===== src/rtl/core/kped_pkg.sv =====
// Shared types and constants of the key press event detector
package kped_pkg;

    localparam int CFG_INDEX_BITS = 2;
    localparam int CFG_DATA_BITS  = 16;
    localparam int HOLD_BITS      = 10;
    localparam int WINDOW_BITS    = 7;
    localparam int COUNT_BITS     = 8;
    localparam int CODE_BITS      = 8;

    localparam logic [HOLD_BITS-1:0]   HOLD_MAX         = 10'd1000;
    localparam logic [HOLD_BITS-1:0]   LONG_PRESS_RESET = 10'd200;
    localparam logic [WINDOW_BITS-1:0] WINDOW_RESET     = 7'd75;
    localparam logic [CODE_BITS-1:0]   IDLE_RESET       = 8'd255;

    typedef enum logic [CFG_INDEX_BITS-1:0] {
        REG_IDLE_CODE      = 2'd0,
        REG_LONG_PRESS     = 2'd1,
        REG_REPEAT_WINDOW  = 2'd2
    } cfg_reg_t;

    typedef enum logic {
        ACT_TICK  = 1'b0,
        ACT_CLEAR = 1'b1
    } action_t;

    typedef struct packed {
        logic held;
        logic long_press;
        logic down;
        logic up;
    } kped_flags_t;

endpackage


===== src/rtl/core/kped_cfg_regs.sv =====
// Configuration register file of the key press event detector
module kped_cfg_regs
    import kped_pkg::*;
#(
    parameter int KEY_BITS = 8
)
(
    input  logic                      clk,
    input  logic                      rst_n,
    input  logic                      cfg_valid,
    input  logic [CFG_INDEX_BITS-1:0] cfg_index,
    input  logic [CFG_DATA_BITS-1:0]  cfg_data,
    output logic [KEY_BITS-1:0]       idle_code,
    output logic [HOLD_BITS-1:0]      long_press_ticks,
    output logic [WINDOW_BITS-1:0]    repeat_window_ticks
);

    localparam logic [KEY_BITS-1:0] KEY_MASK = KEY_BITS'(255);

    logic [KEY_BITS-1:0]    idle_code_reg;
    logic [HOLD_BITS-1:0]   long_press_reg;
    logic [WINDOW_BITS-1:0] window_reg;

    always_ff @(posedge clk or negedge rst_n)
    begin
        if (!rst_n)
        begin
            idle_code_reg  <= KEY_BITS'(IDLE_RESET) & KEY_MASK;
            long_press_reg <= LONG_PRESS_RESET;
            window_reg     <= WINDOW_RESET;
        end
        else if (cfg_valid)
        begin
            case (cfg_reg_t'(cfg_index))
                REG_IDLE_CODE:
                begin
                    idle_code_reg <= KEY_BITS'(cfg_data[CODE_BITS-1:0]) & KEY_MASK;
                end
                REG_LONG_PRESS:
                begin
                    long_press_reg <= cfg_data[HOLD_BITS-1:0];
                end
                REG_REPEAT_WINDOW:
                begin
                    window_reg <= cfg_data[WINDOW_BITS-1:0];
                end
                default:
                begin
                end
            endcase
        end
    end

    assign idle_code           = idle_code_reg;
    assign long_press_ticks    = long_press_reg;
    assign repeat_window_ticks = window_reg;

endmodule


===== src/rtl/core/kped_update.sv =====
// Next-state logic for one tick or clear item
module kped_update
    import kped_pkg::*;
#(
    parameter int KEY_BITS = 8
)
(
    input  logic                   action,
    input  logic [KEY_BITS-1:0]    key,
    input  logic [KEY_BITS-1:0]    idle_code,
    input  logic [HOLD_BITS-1:0]   long_press_ticks,
    input  logic [WINDOW_BITS-1:0] repeat_window_ticks,
    input  logic [KEY_BITS-1:0]    last_sample,
    input  logic [KEY_BITS-1:0]    quick_last_key,
    input  logic [KEY_BITS-1:0]    latched_key,
    input  logic [COUNT_BITS-1:0]  repeat_count,
    input  logic [HOLD_BITS-1:0]   hold_ticks,
    input  logic [WINDOW_BITS-1:0] window_left,
    input  kped_flags_t            flags,
    output logic [KEY_BITS-1:0]    last_sample_next,
    output logic [KEY_BITS-1:0]    quick_last_key_next,
    output logic [KEY_BITS-1:0]    latched_key_next,
    output logic [COUNT_BITS-1:0]  repeat_count_next,
    output logic [HOLD_BITS-1:0]   hold_ticks_next,
    output logic [WINDOW_BITS-1:0] window_left_next,
    output kped_flags_t            flags_next
);

    logic [HOLD_BITS-1:0]   hold_inc;
    logic [WINDOW_BITS-1:0] window_mid;
    logic [COUNT_BITS-1:0]  count_mid;
    logic [KEY_BITS-1:0]    quick_mid;

    always_comb
    begin
        last_sample_next    = last_sample;
        quick_last_key_next = quick_last_key;
        latched_key_next    = latched_key;
        repeat_count_next   = repeat_count;
        hold_ticks_next     = hold_ticks;
        window_left_next    = window_left;
        flags_next          = flags;
        hold_inc            = (hold_ticks < HOLD_MAX) ? hold_ticks + 1'b1 : hold_ticks;
        window_mid          = window_left;
        count_mid           = repeat_count;
        quick_mid           = quick_last_key;

        if (action_t'(action) == ACT_CLEAR)
        begin
            flags_next = '0;
        end
        else
        begin
            if (key != idle_code)
            begin
                if (key == last_sample)
                begin
                    flags_next.held = 1'b1;
                    hold_ticks_next = hold_inc;
                    if (hold_inc == long_press_ticks)
                    begin
                        flags_next.long_press = 1'b1;
                    end
                end
                else
                begin
                    count_mid        = (key == quick_last_key) ? repeat_count + 1'b1
                                                               : COUNT_BITS'(1);
                    window_mid       = repeat_window_ticks;
                    last_sample_next = key;
                    latched_key_next = key;
                    quick_mid        = key;
                    flags_next.down  = 1'b1;
                    hold_ticks_next  = '0;
                end
            end
            else
            begin
                flags_next.held = 1'b0;
                if (last_sample != key)
                begin
                    last_sample_next = key;
                    if (hold_ticks < long_press_ticks)
                    begin
                        flags_next.up = 1'b1;
                    end
                end
                hold_ticks_next = '0;
            end

            // count down the repeat window
            if (window_mid != '0)
            begin
                window_left_next    = window_mid - 1'b1;
                repeat_count_next   = count_mid;
                quick_last_key_next = (window_mid == WINDOW_BITS'(1)) ? idle_code : quick_mid;
            end
            else
            begin
                window_left_next    = window_mid;
                repeat_count_next   = '0;
                quick_last_key_next = quick_mid;
            end
        end
    end

endmodule


===== src/rtl/core/key_press_event_detector_top.sv =====
// Path: each accepted item passes through the input register, then the result register.
// Throughput: one item per cycle while out_ready is high; the result register frees as it is taken.
// Each item reads the state left by the previous one through one level of compare/count logic.
// Reset: flags, counters, keys and pipeline valids clear; configuration returns to defaults.
// Configuration writes are taken in every cycle.
module key_press_event_detector_top
    import kped_pkg::*;
#(
    parameter int KEY_BITS = 8
)
(
    input  logic                      clk,
    input  logic                      rst_n,
    input  logic                      in_valid,
    output logic                      in_ready,
    input  logic                      action,
    input  logic [KEY_BITS-1:0]       key_sample,
    output logic                      out_valid,
    input  logic                      out_ready,
    output logic                      key_held,
    output logic                      long_press,
    output logic                      down_event,
    output logic                      up_event,
    output logic [KEY_BITS-1:0]       reported_key,
    output logic [COUNT_BITS-1:0]     quick_count,
    input  logic                      cfg_valid,
    output logic                      cfg_ready,
    input  logic [CFG_INDEX_BITS-1:0] cfg_index,
    input  logic [CFG_DATA_BITS-1:0]  cfg_data
);

    localparam logic [KEY_BITS-1:0] KEY_MASK = KEY_BITS'(255);

    logic [KEY_BITS-1:0]    idle_code;
    logic [HOLD_BITS-1:0]   long_press_ticks;
    logic [WINDOW_BITS-1:0] repeat_window_ticks;

    logic                s1_valid_reg;
    logic                s1_action_reg;
    logic [KEY_BITS-1:0] s1_key_reg;
    logic                s1_advance;

    logic [KEY_BITS-1:0]    last_sample_reg,    last_sample_next;
    logic [KEY_BITS-1:0]    quick_last_key_reg, quick_last_key_next;
    logic [KEY_BITS-1:0]    latched_key_reg,    latched_key_next;
    logic [COUNT_BITS-1:0]  repeat_count_reg,   repeat_count_next;
    logic [HOLD_BITS-1:0]   hold_ticks_reg,     hold_ticks_next;
    logic [WINDOW_BITS-1:0] window_left_reg,    window_left_next;
    kped_flags_t            flags_reg,          flags_next;

    logic out_valid_reg;

    kped_cfg_regs #(
        .KEY_BITS(KEY_BITS)
    ) u_cfg (
        .clk                 (clk),
        .rst_n               (rst_n),
        .cfg_valid           (cfg_valid),
        .cfg_index           (cfg_index),
        .cfg_data            (cfg_data),
        .idle_code           (idle_code),
        .long_press_ticks    (long_press_ticks),
        .repeat_window_ticks (repeat_window_ticks)
    );

    kped_update #(
        .KEY_BITS(KEY_BITS)
    ) u_update (
        .action              (s1_action_reg),
        .key                 (s1_key_reg),
        .idle_code           (idle_code),
        .long_press_ticks    (long_press_ticks),
        .repeat_window_ticks (repeat_window_ticks),
        .last_sample         (last_sample_reg),
        .quick_last_key      (quick_last_key_reg),
        .latched_key         (latched_key_reg),
        .repeat_count        (repeat_count_reg),
        .hold_ticks          (hold_ticks_reg),
        .window_left         (window_left_reg),
        .flags               (flags_reg),
        .last_sample_next    (last_sample_next),
        .quick_last_key_next (quick_last_key_next),
        .latched_key_next    (latched_key_next),
        .repeat_count_next   (repeat_count_next),
        .hold_ticks_next     (hold_ticks_next),
        .window_left_next    (window_left_next),
        .flags_next          (flags_next)
    );

    assign s1_advance = s1_valid_reg && (!out_valid_reg || out_ready);
    assign in_ready   = !s1_valid_reg || s1_advance;
    assign cfg_ready  = 1'b1;

    // input register
    always_ff @(posedge clk or negedge rst_n)
    begin
        if (!rst_n)
        begin
            s1_valid_reg <= 1'b0;
        end
        else if (in_ready)
        begin
            s1_valid_reg <= in_valid;
        end
    end

    always_ff @(posedge clk)
    begin
        if (in_valid && in_ready)
        begin
            s1_action_reg <= action;
            s1_key_reg    <= key_sample & KEY_MASK;
        end
    end

    // detector state, advanced as each item moves into the result register
    always_ff @(posedge clk or negedge rst_n)
    begin
        if (!rst_n)
        begin
            last_sample_reg    <= '0;
            quick_last_key_reg <= '0;
            latched_key_reg    <= '0;
            repeat_count_reg   <= '0;
            hold_ticks_reg     <= '0;
            window_left_reg    <= '0;
            flags_reg          <= '0;
        end
        else if (s1_advance)
        begin
            last_sample_reg    <= last_sample_next;
            quick_last_key_reg <= quick_last_key_next;
            latched_key_reg    <= latched_key_next;
            repeat_count_reg   <= repeat_count_next;
            hold_ticks_reg     <= hold_ticks_next;
            window_left_reg    <= window_left_next;
            flags_reg          <= flags_next;
        end
    end

    // result register
    always_ff @(posedge clk or negedge rst_n)
    begin
        if (!rst_n)
        begin
            out_valid_reg <= 1'b0;
        end
        else if (s1_advance)
        begin
            out_valid_reg <= 1'b1;
        end
        else if (out_ready)
        begin
            out_valid_reg <= 1'b0;
        end
    end

    assign out_valid    = out_valid_reg;
    assign key_held     = flags_reg.held;
    assign long_press   = flags_reg.long_press;
    assign down_event   = flags_reg.down;
    assign up_event     = flags_reg.up;
    assign reported_key = latched_key_reg;
    assign quick_count  = repeat_count_reg;

endmodule


===== config.mk =====
export PLATFORM = sky130hd
export DESIGN_NAME = key_press_event_detector_top
export DESIGN_NICKNAME = d
export VERILOG_FILES = /design/src/rtl/core/kped_pkg.sv /design/src/rtl/core/kped_cfg_regs.sv /design/src/rtl/core/kped_update.sv /design/src/rtl/core/key_press_event_detector_top.sv
export SDC_FILE = /design/constraint.sdc
export NUM_CORES = 1
export LEC_CHECK = 0
export BUFFER_PORTS_ARGS = -buffer_cell sky130_fd_sc_hd__buf_2
export CAP_MARGIN = 15
export CORE_ASPECT_RATIO = 0.75
export CORE_MARGIN = 2
export CORE_UTILIZATION = 53
export CTS_CLUSTER_DIAMETER = 60
export CTS_CLUSTER_SIZE = 40
export DETAILED_ROUTE_END_ITERATION = 8
export PLACE_DENSITY = 0.79
export SYNTH_ARGS = -nofsm -noshare
export SYNTH_HDL_FRONTEND = slang
export SYNTH_SLANG_ARGS = --single-unit

===== constraint.sdc =====
create_clock -name clk -period 3.3 [get_ports clk]
set_input_delay 0.495 -clock clk [delete_from_list [all_inputs] [get_ports clk]]
set_output_delay 0.495 -clock clk [all_outputs]
set_load 0.01 [all_outputs]

==> results of run 1 <==
Yosys cell counts (5+ instances only):
master,instances
nand2b_1,14
buf_2,7
mux2_2,26
a22o_1,6
nand3_1,13
nor2_1,26
nand2_1,43
xnor2_1,11
edfxtp_1,9
nor2b_1,5
o21ai_0,46
clkbuf_1,7
dfstp_2,15
nor4_1,5
nor3_1,12
a21oi_1,28
ha_1,13
mux2i_1,13
inv_1,24
xor2_1,29
dfrtp_1,65
kinds of logic (layout without fill, tap and decap cells):
kind of cell	Yosys count	in the layout	share of synthesized area
simple gates	150	151	0.168
compound gates	114	114	0.141
flops	89	89	0.462
buf+inv	42	92	0.0368
xor+xnor	40	40	0.0706
mux	40	40	0.0883
fa+ha+maj	13	13	0.0328
other cells	1	1	0.000756
where the power goes:
group	switching [mW]	internal, mW
Clock	0.447	0.675
Sequential	0.170	1.31
Combinational	0.331	0.284
Total	0.949	2.26
final cells by class:
type / count / area, um^2
repair buffers: 52 / 275
fillers: 757 / 3440
inverters: 24 / 90.1
clock inverters: 6 / 96.3
clock buffers: 10 / 229
flip-flops and latches: 89 / 2290
multi-input cells: 359 / 2500
well taps: 128 / 160
stage by stage:
stage	power, mW	util
2_1_floorplan	1.89	-
3_3_place_gp	2.06	0.584
3_5_place_dp	2.10	0.584
4_1_cts	3.23	0.620
5_1_grt	3.38	0.621
6_report	3.21	0.621
critical path, cell delays in order, from the launching register on:
cell and delay [ps]:
edfxtp_1 490, xor2_1 230, nor4_4 400, and2_4 280, nor2_4 100, mux2i_1 220, ha_1 220, and2_1 290
inv_1 80, mux2_4 350, a32oi_1 220, o21ai_1 90
routing by layer:
metal  vias to the layer above  track usage
met5                         -            0
met1                      1838        0.343
met4                         0       0.0617
met3                        17       0.0540
li1                       1816            -
met2                       126        0.350
final timing paths:
| kind | start | to | slack [ps] | cells past startpoint |
|---|---|---|---|---|
| max in group asynchronous | rst_n | last_sample_reg[3] | 2320 | 1 |
| worst min register to register | reported_key[5] | reported_key[5] | 480 | 2 |
| worst max register to register | s1_key_reg[5] | quick_count[7] | 210 | 11 |
| worst min-delay path | rst_n | u_cfg.long_press_ticks[0] | 310 | 1 |
| worst max-delay path | s1_key_reg[5] | quick_count[7] | 210 | 11 |
| min in group clk | key_sample[4] | s1_key_reg[4] | 330 | 1 |
placed cells by master (no fill, tap or decap), types with 4 or more instances in the layout:
| master | Yosys | final |
|---|---|---|
| a21oi_1 | 28 | 28 |
| a22o_1 | 6 | 6 |
| a31oi_1 | 4 | 4 |
| a32oi_1 | 4 | 4 |
| buf_2 | 7 | 46 |
| buf_4 | 2 | 6 |
| clkbuf_16 | 0 | 9 |
| dfrtp_1 | 65 | 65 |
| dfstp_2 | 15 | 15 |
| edfxtp_1 | 9 | 9 |
| ha_1 | 13 | 13 |
| inv_1 | 24 | 24 |
| mux2_2 | 26 | 26 |
| mux2i_1 | 13 | 13 |
| nand2_1 | 43 | 43 |
| nand2b_1 | 14 | 14 |
| nand3_1 | 13 | 13 |
| nand3b_1 | 4 | 4 |
| nor2_1 | 26 | 26 |
| nor2b_1 | 5 | 5 |
| nor3_1 | 12 | 12 |
| nor4_1 | 5 | 4 |
| o21ai_0 | 46 | 46 |
| xnor2_1 | 11 | 11 |
| xor2_1 | 29 | 29 |
repair_timing:
item                                    in CTS  in global routing
hold buffers                                 0                  0
resized for setup                            0                  1
endpoints found under the setup margin       0                 20
==> results.sh, run 1 <==
export IMPL_period_share=0.938
export IMPL_worst_pin_slew_ps=1010
export IMPL_required_ps=3520
export IMPL_tritoncts="yes"
export IMPL_dp_cells=651
export IMPL_clock_fmax_mhz=323
export IMPL_place_gp_congestion=0.992
export IMPL_slew_viol_final=0
export IMPL_wl_met3_um=733
export IMPL_cts_buffer_depth=2
export IMPL_cp_max_fo=14
export IMPL_hpwl_um=8100
export IMPL_yosysSeqAreaShare=0.462
export IMPL_synth_edf_count=9
export IMPL_dp_slack_ps=119
export IMPL_ys_async_sr_fraction=0.899
export IMPL_hold_violations=0
export IMPL_grt_max_degree=81
export IMPL_place_area_um2=5300
export IMPL_hold_class="input pin to async pin"
export IMPL_fin_crit_ps=3090
export IMPL_vias=3797
export IMPL_cts_buffers=9
export IMPL_cts_htree_levels=3
export IMPL_die_area_um2=10200
export IMPL_cp_start_kind="register"
export IMPL_drc=0
export IMPL_io_pins=55
export IMPL_layout_setup_ws_ps=206
export IMPL_setup_viol=0
export IMPL_drtIter0Drc=229
export IMPL_syn2layout_area_growth_pct=13.7
export IMPL_met1_length_um=5320
export IMPL_path_clk_slew_ps=70
export IMPL_root_buffer="clkbuf_16"
export IMPL_yosys_top_cells_area="dfrtp_1, dfstp_2, mux2_2"
export IMPL_die_h_um=87.8
export IMPL_port_buffers=47
export IMPL_synthesis_nets=534
export IMPL_track_usage=0.233
export IMPL_synthCells=489
export IMPL_antenna_found_initial=0
export IMPL_worstSetupEndpointType="register"
export IMPL_finalInstanceArea_um2=5640
export IMPL_ys_types=67
export IMPL_slew_headroom=0.325
export IMPL_p_leak_nw=2.45
export IMPL_yosys_area_top_type="dfrtp_1"
export IMPL_top_layer_used="met4"
export IMPL_final_setup_tns_ps=0
export IMPL_grt_setup_unrepaired="false"
export IMPL_synth_seq_cells=89
export IMPL_row_count=30
export IMPL_fin_cells=668
export IMPL_cap_violations=0
export IMPL_wire_per_inst_um=17.0
export IMPL_drt_wl_total_um=11300
export IMPL_diodes=0
export IMPL_critical_path_class="register to register"
export IMPL_ir_worst_vdd_mv=0.400
export IMPL_clock_skew_ps=7.34
export IMPL_grt_ovfl_total=0
export IMPL_synth_top_cell_area_share=0.328
export IMPL_fin_nets=580
export IMPL_cp_arrival_ps=3310
export IMPL_start_util=0.546
export IMPL_post_cts_setup_buffer_count=0
export IMPL_avgSynthCellArea_um2=10.1
export IMPL_grt_pass1_vias=3568
export IMPL_grt_pass1_wl_um=18200
export IMPL_drt_first_pass_iters=4
export IMPL_synth_area_um2=4960
export IMPL_fin_hold_ws_ps=314
export IMPL_clock_sinks=89
export IMPL_drive_above_1_share=0.241
export IMPL_insertion_delay_ps=340
export IMPL_vias_per_cell=5.68
export IMPL_yosysWarnings=0
export IMPL_ant_nets=0
export IMPL_coreArea_um2=9080
export IMPL_outcome="completed"
export IMPL_synth_ff_type="dfrtp_1"
export IMPL_wl_met2_um=5130
export IMPL_die_w_um=116
export IMPL_power_per_cell_area_nw_per_um2=570
(Power assumes the default switching activity.)
==> run 2, diff against run 1 <==
--- a/config.mk
+++ b/config.mk
@@ -5,15 +5,15 @@
 export SDC_FILE = /design/constraint.sdc
 export NUM_CORES = 1
 export LEC_CHECK = 0
-export BUFFER_PORTS_ARGS = -buffer_cell sky130_fd_sc_hd__buf_2
 export CAP_MARGIN = 15
 export CORE_ASPECT_RATIO = 0.75
 export CORE_MARGIN = 2
-export CORE_UTILIZATION = 53
+export CORE_UTILIZATION = 55
 export CTS_CLUSTER_DIAMETER = 60
 export CTS_CLUSTER_SIZE = 40
 export DETAILED_ROUTE_END_ITERATION = 8
-export PLACE_DENSITY = 0.79
+export DONT_BUFFER_PORTS = 1
+export PLACE_DENSITY = 0.76
 export SYNTH_ARGS = -nofsm -noshare
 export SYNTH_HDL_FRONTEND = slang
 export SYNTH_SLANG_ARGS = --single-unit
==> run 2 against run 1 <==
Register-to-register slack better by 40 ps. Fmax increased by 1.5%. Combinational power is 9.6% lower. Largest cell class unchanged. Critical path depth is the same. Final area decreased by 4.2%.
==> results.sh, run 2 (same netlist as run 1, synthesis figures left out) <==
export IMPL_clock_skew_ps=4.83
export IMPL_clock_sinks=89
export IMPL_outcome="completed"
export IMPL_fin_cells=603
export IMPL_r2r_end="quick_count[1]"
export IMPL_drc=0
export IMPL_cp_start_kind="register"
export IMPL_path_clk_slew_ps=70
export IMPL_p_switching_uw=956
export IMPL_fin_nets=535
export IMPL_grt_setup_unrepaired="false"
export IMPL_grt_pass1_vias=3742
export IMPL_power_frac_comb=0.178
export IMPL_tritoncts="yes"
export IMPL_cp_startpoint="s1_key_reg[3]"
export IMPL_slew_headroom=0.526
export IMPL_drive_above_1_share=0.172
export IMPL_coreArea_um2=8600
export IMPL_cts_buffers=9
export IMPL_cp_arrival_ps=3280
export IMPL_swShare=0.306
export IMPL_vias=3680
export IMPL_ant_nets=0
export IMPL_required_ps=3530
export IMPL_drt_wl_total_um=11400
export IMPL_power_mw=3.13
export IMPL_cts_buffer_depth=2
export IMPL_drtIter0Drc=265
export IMPL_p_clk_frac=0.342
export IMPL_place_area_um2=5040
export IMPL_seqPwrFrac=0.480
export IMPL_start_util=0.577
export IMPL_grt_ovfl_total=0
export IMPL_ir_worst_vdd_mv=0.391
export IMPL_cts_htree_levels=3
export IMPL_setup_viol=0
export IMPL_fin_crit_ps=3050
export IMPL_fin_hold_ws_ps=32.5
export IMPL_clock_fmax_mhz=328
export IMPL_post_cts_setup_buffer_count=0
export IMPL_dp_cells=584
export IMPL_insertion_delay_ps=340
export IMPL_place_gp_congestion=0.956
export IMPL_drt_first_pass_iters=5
export IMPL_r2r_slack_ps=250
export IMPL_power_per_cell_area_nw_per_um2=579
export IMPL_syn2layout_area_growth_pct=8.91
export IMPL_cap_violations=0
export IMPL_slew_viol_final=0
export IMPL_dp_slack_ps=146
export IMPL_row_count=29
export IMPL_hold_class="input pin to async pin"
export IMPL_grt_max_degree=70
export IMPL_vias_per_cell=6.10
export IMPL_die_w_um=114
export IMPL_hpwl_um=8180
export IMPL_final_setup_tns_ps=0
export IMPL_crit_chain="xor2_1 > nor4_4 > and2_4 > nor2_4 > mux2i_1 > ha_1 > and2_1 > inv_1 > mux2_4 > a32oi_1 > nor2_1"
export IMPL_ff2ff_path_depth=11
export IMPL_grt_pass1_wl_um=19100
export IMPL_reg2reg_from="s1_key_reg[3]"
export IMPL_cp_max_fo=14
export IMPL_period_share=0.924
export IMPL_port_buffers=0
export IMPL_die_area_um2=9800
export IMPL_slowest_stage="edfxtp_1"
export IMPL_die_h_um=86.2
export IMPL_wire_per_inst_um=19.0
export IMPL_critical_path_class="register to register"
export IMPL_slowest_delay_ps=490
export IMPL_p_leak_nw=2.27
export IMPL_hold_violations=0
export IMPL_layout_common_cells="dfrtp_1, o21ai_0, nand2_1"
export IMPL_final_common_cell="dfrtp_1"
export IMPL_layout_setup_ws_ps=250
export IMPL_io_pins=55
export IMPL_root_buffer="clkbuf_16"
export IMPL_diodes=0
export IMPL_final_util=0.628
export IMPL_finalInstanceArea_um2=5400
export IMPL_p_int_mw=2.17
export IMPL_worstSetupEndpointType="register"
export IMPL_antenna_found_initial=0
export IMPL_worst_pin_slew_ps=707
export IMPL_track_usage=0.252
run 2: changes by cell type in the layout (fill, tap and decap cells not counted):
cell / change
inv_8: +2
buf_4: -1
clkinvlp_4: -1
clkbuf_1: -1
clkinv_2: +1
buf_16: +1
buf_2: -46
dlygate4sd3_1: +1
clkinv_4: +1
bufinv_16: -1
inv_6: -1
run 2: metal layers:
layer,up-vias,global-route usage,share of wire
li1,1732,-,-
met1,1777,0.352,0.46
met2,149,0.382,0.45
met3,22,0.0727,0.073
met4,0,0.0876,0.022
met5,-,0,0
run 2: how the worst max path moves through the flow:
| stage | endpoint | depth (start not counted) | slack (ps) |
|---|---|---|---|
| after floorplan | quick_count[5] | 15 | 200 |
| after global placement | quick_count[7] | 11 | 260 |
| after detailed placement | quick_count[5] | 11 | 150 |
| after CTS | quick_count[5] | 11 | 160 |
| after global routing | quick_count[7] | 11 | 50 |
| final | quick_count[1] | 11 | 250 |
run 2: what timing repair did:
action | CTS | global route
hold endpoints to repair | 69 | 0
gates resized for setup | 0 | 1
hold buffers | 2 | 0
setup endpoints to repair | 0 | 13
run 2: final cells by class:
type,instances,area [um^2]
inverter,24,90.1
clock inverter,7,86.3
sequential,89,2290
fill,667,3200
timing repair buffer,7,75.1
tap,108,135
multi-input combinational,359,2500
clock buffer,9,225
run 2: power by group through the flow:
stage / clock [mW] / sequential (mW) / combinational, mW
3_3_place_gp: 0 / 1.50 / 0.497
6_report: 1.07 / 1.50 / 0.557
5_1_grt: 1.12 / 1.52 / 0.633
4_1_cts: 1.08 / 1.50 / 0.556
3_5_place_dp: 0 / 1.52 / 0.523
2_1_floorplan: 0 / 1.46 / 0.435
run 2: critical path: cells and delay by family (launching register included):
kind,cells,cell delay [ps]
and+or+nand+nor,5,930
muxes,2,660
DFF,1,490
xor gates and xnor gates,1,330
adders and majority gates,1,230
AOI/OAI and AO/OA,1,230
buffers and inverters,1,70
==> run 3, diff against run 2 <==
--- a/config.mk
+++ b/config.mk
@@ -5,6 +5,7 @@
 export SDC_FILE = /design/constraint.sdc
 export NUM_CORES = 1
 export LEC_CHECK = 0
+export ABC_AREA = 1
 export CAP_MARGIN = 15
 export CORE_ASPECT_RATIO = 0.75
 export CORE_MARGIN = 2
==> run 3 against run 2 <==
Core utilization decreased by 2.1 points. Via count increased by 15%. Non-clock buffer count decreased by 3. Largest power group unchanged. Sequential power increased by 3%. Hold slack improved by 15 ps. Fmax increased by 20%. Die area increased by 2.8%.
==> results.sh, run 3 <==
export IMPL_fin_nets=694
export IMPL_slowest_delay_ps=490
export IMPL_fillerInstances=752
export IMPL_die_w_um=115
export IMPL_clock_fmax_mhz=395
export IMPL_drt_first_pass_iters=5
export IMPL_place_gp_congestion=0.925
export IMPL_grt_max_degree=81
export IMPL_cts_buffer_depth=2
export IMPL_cap_violations=0
export IMPL_root_buffer="clkbuf_16"
export IMPL_row_count=30
export IMPL_hold_class="input pin to async pin"
export IMPL_cpMostUsedCell="nand2_1"
export IMPL_required_ps=3520
export IMPL_final_setup_tns_ps=0
export IMPL_reg2reg_from="s1_key_reg[4]"
export IMPL_track_usage=0.248
export IMPL_power_mw=3.17
export IMPL_synthesis_nets=697
export IMPL_synth_top_cell_area_share=0.319
export IMPL_die_h_um=87.4
export IMPL_grt_ovfl_total=0
export IMPL_post_cts_setup_buffer_count=0
export IMPL_ir_worst_vdd_mv=0.348
export IMPL_worstSetupEndpointType="register"
export IMPL_synth_most_common_cell="nand2_1"
export IMPL_yosysWarnings=0
export IMPL_synth_area_um2=5100
export IMPL_io_pins=55
export IMPL_drtIter0Drc=351
export IMPL_coreArea_um2=9050
export IMPL_synth_seq_cells=89
export IMPL_cp_arrival_ps=2750
export IMPL_cp_max_fo=18
export IMPL_grt_pass1_vias=4028
export IMPL_yosys_top_cells_area="dfrtp_1, nand2_1, dfstp_2"
export IMPL_power_per_cell_area_nw_per_um2=577
export IMPL_hpwl_um=8280
export IMPL_vias=4236
export IMPL_vias_per_cell=5.42
export IMPL_r2r_end="quick_count[0]"
export IMPL_antenna_found_initial=0
export IMPL_layout_common_cells="nand2_1, inv_1, dfrtp_1"
export IMPL_synth_ff_type="dfrtp_1"
export IMPL_finalInstanceArea_um2=5490
export IMPL_yosysSeqAreaShare=0.449
export IMPL_period_share=0.768
export IMPL_setup_viol=0
export IMPL_grt_setup_unrepaired="false"
export IMPL_final_common_cell="nand2_1"
export IMPL_start_util=0.564
export IMPL_fin_crit_ps=2530
export IMPL_insertion_delay_ps=350
export IMPL_ys_async_sr_fraction=0.899
export IMPL_diodes=0
export IMPL_r2r_slack_ps=770
export IMPL_place_area_um2=5190
export IMPL_cp_start_kind="register"
export IMPL_slew_headroom=0.416
export IMPL_die_area_um2=10100
export IMPL_outcome="completed"
export IMPL_hold_violations=0
export IMPL_drive_above_1_share=0.106
export IMPL_avgSynthCellArea_um2=7.83
export IMPL_drt_wl_total_um=11500
export IMPL_ant_nets=0
export IMPL_ff2ff_path_depth=15
export IMPL_synth_edf_count=9
export IMPL_slowest_stage="edfxtp_1"
export IMPL_synthCells=652
export IMPL_syn2layout_area_growth_pct=7.63
export IMPL_critical_path_class="register to register"
export IMPL_crit_chain="inv_2 > nand2_1 > nand2_1 > nand2_1 > nor2_2 > nand2_4 > nand2_8 > nand2_1 > nand2_1 > ha_1 > nand3_2 > nor2_4 > nand2_2 > nand3_1 > nand2_1"
export IMPL_yosys_area_top_type="dfrtp_1"
export IMPL_drc=0
export IMPL_path_clk_slew_ps=60
export IMPL_cts_buffers=9
export IMPL_netlist_top_cells_count="nand2_1, inv_1, dfrtp_1, nand3_1, o21ai_0"
export IMPL_slew_viol_final=0
export IMPL_cts_htree_levels=3
export IMPL_wire_per_inst_um=14.8
export IMPL_clock_sinks=89
export IMPL_port_buffers=0
export IMPL_worst_pin_slew_ps=874
export IMPL_ys_types=36
export IMPL_clock_skew_ps=8.01
export IMPL_grt_pass1_wl_um=19500
export IMPL_tritoncts="yes"
export IMPL_p_leak_nw=2.70
-- run 3: changes by cell type after synthesis, moves of 8 or more --
cell | before | now
nand2_1 | 43 | 202
inv_1 | 24 | 68
nand3_1 | 13 | 54
mux2_2 | 26 | 0
a21oi_1 | 28 | 8
xor2_1 | 29 | 11
nand2b_1 | 14 | 0
mux2i_1 | 13 | 0
nand3b_1 | 4 | 15
nand4_1 | 1 | 12
nor3_1 | 12 | 3
o21ai_1 | 2 | 11
inv_2 | 0 | 8
-- run 3: repair_timing --
action | 4_1_cts | 5_1_grt
gates resized for setup | 0 | 0
hold endpoints to repair | 80 | 0
hold buffers | 1 | 0
-- run 3: cell families after synthesis --
logic type,synth area share
adder cells (fa/ha/maj),0.0319
AO/OA/AOI/OAI,0.0863
flip-flops,0.449
other,0.000735
AND/OR/NAND/NOR,0.313
buffers and inverters,0.0743
XOR/XNOR,0.0446
-- run 3: critical path: cells and delay by family (launching register included) --
family / cells / cell delay, ps
adders and majority gates: 1 / 190
buffers and inverters: 1 / 140
DFF: 1 / 490
and+or+nand+nor: 13 / 1570
-- run 3: per-stage QoR --
| stage | cells | setup slack (ps) | util | hold WS (ps) |
|---|---|---|---|---|
| finish | 782 | 766 | 0.607 | 47.9 |
| global route | 782 | 470 | 0.607 | 78.1 |
| CTS | 782 | 795 | 0.607 | 68.3 |
| detailed placement | 765 | 808 | 0.574 | 203 |
| global placement | 765 | 856 | 0.574 | 204 |
| floorplan | 652 | 1100 | - | 199 |
-- run 3: power by group --
part | switching [mW] | total [mW] | internal (mW)
clock network | 0.436 | 0.948 | 0.512
registers | 0.199 | 1.54 | 1.34
logic | 0.423 | 0.681 | 0.258
total | 1.06 | 3.17 | 2.11
-- run 3: cell type report --
class	instances	area (um^2)	area share
timing repair buffer	4	50.0	0.00911
inverter	76	285	0.0519
multi-input combinational	469	2430	0.443
clock buffer	10	229	0.0417
clock inverter	6	41.3	0.00752
tap	128	160	0.0292
sequential	89	2290	0.417
-- run 3: worst max path at each step --
stage,startpoint,end,cells after the start
5_1_grt,s1_key_reg[4],quick_last_key_reg[4],16
3_3_place_gp,u_cfg.idle_code[5],quick_count[1],13
6_report,s1_key_reg[4],quick_count[0],15
3_5_place_dp,s1_key_reg[4],quick_count[0],15
2_1_floorplan,u_cfg.idle_code[5],quick_last_key_reg[0],14
4_1_cts,s1_key_reg[4],quick_count[0],15
-- run 3: metal layers --
layer,wire length (um),global-route usage,vias up
met1,5480,0.359,1979
met5,0,0,-
li1,-,-,2103
met4,199,0.0767,0
met3,839,0.0640,17
met2,5030,0.368,137
